===== config.mk =====
export PLATFORM = sky130hd
export DESIGN_NAME = sipq_cell
export DESIGN_NICKNAME = d
export VERILOG_FILES = /design/src/design/sipq_pkg.sv /design/src/design/sipq_cell.sv
export SDC_FILE = /design/constraint.sdc
export NUM_CORES = 1
export LEC_CHECK = 0
export ABC_AREA = 1
export BUFFER_PORTS_ARGS = -buffer_cell sky130_fd_sc_hd__buf_2
export CORE_MARGIN = 2
export CORE_UTILIZATION = 45
export CTS_BUF_LIST = sky130_fd_sc_hd__clkbuf_4 sky130_fd_sc_hd__clkbuf_8
export DETAILED_ROUTE_END_ITERATION = 10
export PLACE_DENSITY = 0.84
export SYNTH_ARGS = -nofsm -noshare
export SYNTH_HDL_FRONTEND = slang
export SYNTH_SLANG_ARGS = --single-unit

===== constraint.sdc =====
create_clock -name clk -period 2.3 [get_ports clk]
set_input_delay 0.115 -clock clk [delete_from_list [all_inputs] [get_ports clk]]
set_output_delay 0.115 -clock clk [all_outputs]
set_load 0.01 [all_outputs]

===== src/design/sipq_pkg.sv =====
// Shared types, codes and the compare function of the sorted-insert priority queue.
`default_nettype none
package sipq_pkg;

  // One stored task record
  typedef struct packed {
    logic [15:0] stamp;
    logic [7:0]  urg;
    logic [15:0] svc;
  } rec_t;

  // Request codes
  localparam logic REQ_INSERT = 1'b0;
  localparam logic REQ_REMOVE = 1'b1;

  // Ordering modes
  localparam logic MODE_URGENCY = 1'b0;
  localparam logic MODE_STAMP   = 1'b1;

  // Result status codes
  localparam logic [1:0] ST_OK    = 2'd0;
  localparam logic [1:0] ST_FULL  = 2'd1;
  localparam logic [1:0] ST_EMPTY = 2'd2;

  // Sequencer states
  typedef enum logic [1:0] {
    S_IDLE,
    S_CMP,
    S_UPD
  } state_t;

  // Strobes from the sequencer to the datapath
  typedef struct packed {
    logic in_ready;
    logic cmp_en;
    logic done;
  } ctrl_t;

  // True when the new record moves past the stored one
  function automatic logic rec_passes(input logic mode, input rec_t nw, input rec_t old);
    logic res;
    if (mode == MODE_STAMP) begin
      res = (nw.stamp < old.stamp);
    end else begin
      res = (nw.urg < old.urg) || ((nw.urg == old.urg) && (nw.stamp < old.stamp));
    end
    return res;
  endfunction

endpackage
`default_nettype wire


===== src/design/sipq_cell.sv =====
// One queue cell: holds a record, compares it with the new one and shifts.
`default_nettype none
module sipq_cell (
  input  wire logic          clk,
  input  wire logic          cmp_en,
  input  wire logic          upd_en,
  input  wire logic          op_remove,
  input  wire logic          order_mode,
  input  wire logic          occupied,
  input  wire logic          allpass_in,
  input  wire sipq_pkg::rec_t new_rec,
  input  wire sipq_pkg::rec_t prev_rec,
  input  wire sipq_pkg::rec_t next_rec,
  output logic               allpass_out,
  output sipq_pkg::rec_t     rec
);

  sipq_pkg::rec_t rec_r;
  sipq_pkg::rec_t rec_nxt;
  logic           pass_r;

  // Compare the new record against the stored one; empty cells stop the scan
  always_ff @(posedge clk) begin
    if (cmp_en) begin
      pass_r <= occupied & sipq_pkg::rec_passes(order_mode, new_rec, rec_r);
    end
    if (upd_en) begin
      rec_r <= rec_nxt;
    end
  end

  // Scan chain: this cell and every cell before it were passed
  assign allpass_out = allpass_in & pass_r;

  // Pick the next record: keep, take the new one, or shift from a neighbor
  always_comb begin
    if (op_remove) begin
      rec_nxt = next_rec;
    end else if (!allpass_in) begin
      rec_nxt = prev_rec;
    end else if (pass_r) begin
      rec_nxt = rec_r;
    end else begin
      rec_nxt = new_rec;
    end
  end

  assign rec = rec_r;

endmodule
`default_nettype wire


==> results_dict.tcl <==
set metrics [dict create \
    crit_family "simple AND/OR/NAND/NOR gates" \
    cp_max_fo 3 \
    seq_area_frac_synth 0.455 \
    r2r_cells 7 \
    slew-limit-headroom 0.530 \
    num-nets-final 637 \
    power_density_nw_per_um2 516 \
    p_int_w 0.00136 \
    root_buffer "clkbuf_8" \
    die_h_um 81.6 \
    via_per_inst 5.03 \
    drive_above_1_share 0.381 \
    layout.cells.non_filler 563 \
    path_buf_inv 1 \
    status "finished, final reports clean" \
    port-buffer-count 167 \
    cts_buffers 5 \
    antenna_found_initial 0 \
    clk_pin_slew_ns 0.07 \
    synth_nets 478 \
    p_clk_frac 0.257 \
    synth-seq-cells 41 \
    cts_setup_buffers 0 \
    grt_pass1_wl_mm 11.1 \
    path_cells "inv_1, ha_1, nand2_1, nor4_2, nand2_1, nand2_1, a21oi_2" \
    critPathKind "flip-flop to flip-flop" \
    syn-cell-area_um2 2710 \
    dieArea_um2 6650 \
    cpMostUsedCell "nand2_1" \
    fin_crit_ns 1.48 \
    clk_latency_ns 0.28 \
    rows 28 \
    drv_slew 0 \
    clock_sinks 41 \
    rsz0062_at_grt "no" \
    final_util 0.622 \
    crit_required_ns 2.35 \
    synthMuxAreaShare 0 \
    cts.htree.levels 2 \
    grt_usage 0.217 \
    wirelength_mm 7.31 \
    ctsResizeCount 0 \
    drv_cap 0 \
    wire_per_inst_um 13.0 \
    num_vias 2830 \
    synth_top_family_by_area "compound AO/OA/AOI/OAI gates" \
    cp.depth 7 \
    synthAdderAreaFrac 0.106 \
    vdd_drop_max_mv 0.290 \
    critPathSlowestCell "edfxtp_1" \
    hold_viol_final 0 \
    drt_iter0_markers 128 \
    synth-simple-area-share 0.172 \
    syn_inst 328 \
    comb_power_share 0.255 \
    finalCritPeriodShare 0.644 \
    drc 0 \
    grt_max_degree 41 \
    grt_pass1_vias 2605 \
    place_hpwl_mm 5.44 \
    finClkSkew_ns 0.00143 \
    synth_xor_area_frac 0 \
    diodes 0 \
    critPathMaxStageDelay_ns 0.35 \
    cts_hold_buf 0 \
    ioPinCount 168 \
    die_x_um 81.6 \
    fillers 522 \
    ant_nets 0 \
    synth.avg_cell_area_um2 8.25 \
    cts_tree "done" \
    sw_frac_of_total 0.276 \
    cp-start-kind "flip-flop" \
    cts_buffer_depth 2 \
    gp_congestion 0.805 \
    mostFrequentLayoutCells "buf_2 (167), a21oi_1 (90), nand2_1 (67), nor2_1 (45), edfxtp_1 (41)" \
    p_seq_frac 0.488 \
    fmax_mhz 675 \
    tightest_slew_ns 0.704 \
    arrival_ns 1.53 \
    drtPass1Iterations 4 \
    overflow 0 \
    setup_viol 0 \
    final_common_cell "buf_2" \
    tns_ns 0 \
    core_area_um2 5850 \
    p_switching_w 0.000518 \
    placedCellCount 555 \
    synth-compound-area-share 0.179 \
    worstHoldPathCells 1 \
    critPathCaptureType "flip-flop" \
    hold_path.class "input port to flip-flop" \
    p_leak_nw 1.86 \
    synth_cell_types 17 \
    initial_core_util 0.463 \
    areaGrowthSynthToFinish_pct 34.3 \
    yosysWarnings 0 \
]
[kinds of logic after synthesis]
logic type               count (synthesis)
buffers and inverters                   51
AO/OA/AOI/OAI                           95
flip-flops                              41
AND/OR/NAND/NOR                        118
adder cells (fa/ha/maj)                 23
[power groups by stage]
stage	Sequential [W]	Combinational (W)	Clock (W)
detailed placement	0.000932	0.000482	0
global placement	0.000929	0.000467	0
finish	0.000915	0.000479	0.000482
CTS	0.000915	0.000484	0.000496
floorplan	0.000962	0.000237	0
global route	0.000921	0.000545	0.000523
[per-stage QoR]
step           cell area, um2  setup WS, ns  hold WS (ns)  total power (W)
2_1_floorplan            2710         0.491         0.227          0.00120
3_3_place_gp             3550         0.862         0.318          0.00140
3_5_place_dp             3550         0.815         0.322          0.00141
4_1_cts                  3640         0.804        0.0207          0.00190
5_1_grt                  3640         0.737        0.0231          0.00199
6_report                 3640         0.819        0.0283          0.00188
[routing by layer]
layer	GRT usage	share of wire	wire length (um)
met3	0.0560	0.079	578
met1	0.233	0.39	2850
met5	0	0	0
met4	0.0617	0.013	93
met2	0.418	0.52	3780
[flip-flops by register name (all words and copies together), names as in the netlist]
name and flops:
rec 40, pass_r 1
[worst paths after layout]
check	startpoint	end	slack, ns
setup / recovery	rec[39]$_DFFE_PP_	pass_r$_DFFE_PP_	0.82
hold / removal	cmp_en	pass_r$_DFFE_PP_	0.03
setup reg to reg	rec[39]$_DFFE_PP_	pass_r$_DFFE_PP_	0.82
hold reg to reg	rec[20]$_DFFE_PP_	pass_r$_DFFE_PP_	0.99
[cell usage after synthesis]
master | number | area share
a21oi_1 | 90 | 0.17
a21oi_2 | 1 | 0.0032
buf_2 | 14 | 0.026
buf_6 | 4 | 0.017
edfxtp_1 | 41 | 0.45
ha_1 | 23 | 0.11
inv_1 | 31 | 0.043
inv_2 | 2 | 0.0028
nand2_1 | 67 | 0.093
nand3_1 | 2 | 0.0037
nor2_1 | 45 | 0.062
nor2_2 | 2 | 0.0046
nor3_2 | 1 | 0.0037
nor4_2 | 1 | 0.0046
o21a_1 | 2 | 0.0055
o21ai_0 | 1 | 0.0018
o21ai_1 | 1 | 0.0018
[cell type report]
cell class | count | area [um2] | share of cell area
clock buffers | 8 | 91.3 | 0.0251
inverters | 33 | 124 | 0.0341
well taps | 75 | 93.8 | 0.0258
multi-input cells | 236 | 1240 | 0.341
flip-flops and latches | 41 | 1230 | 0.338
repair buffers | 170 | 858 | 0.236
Note: power is estimated with default switching activity, not from simulation.
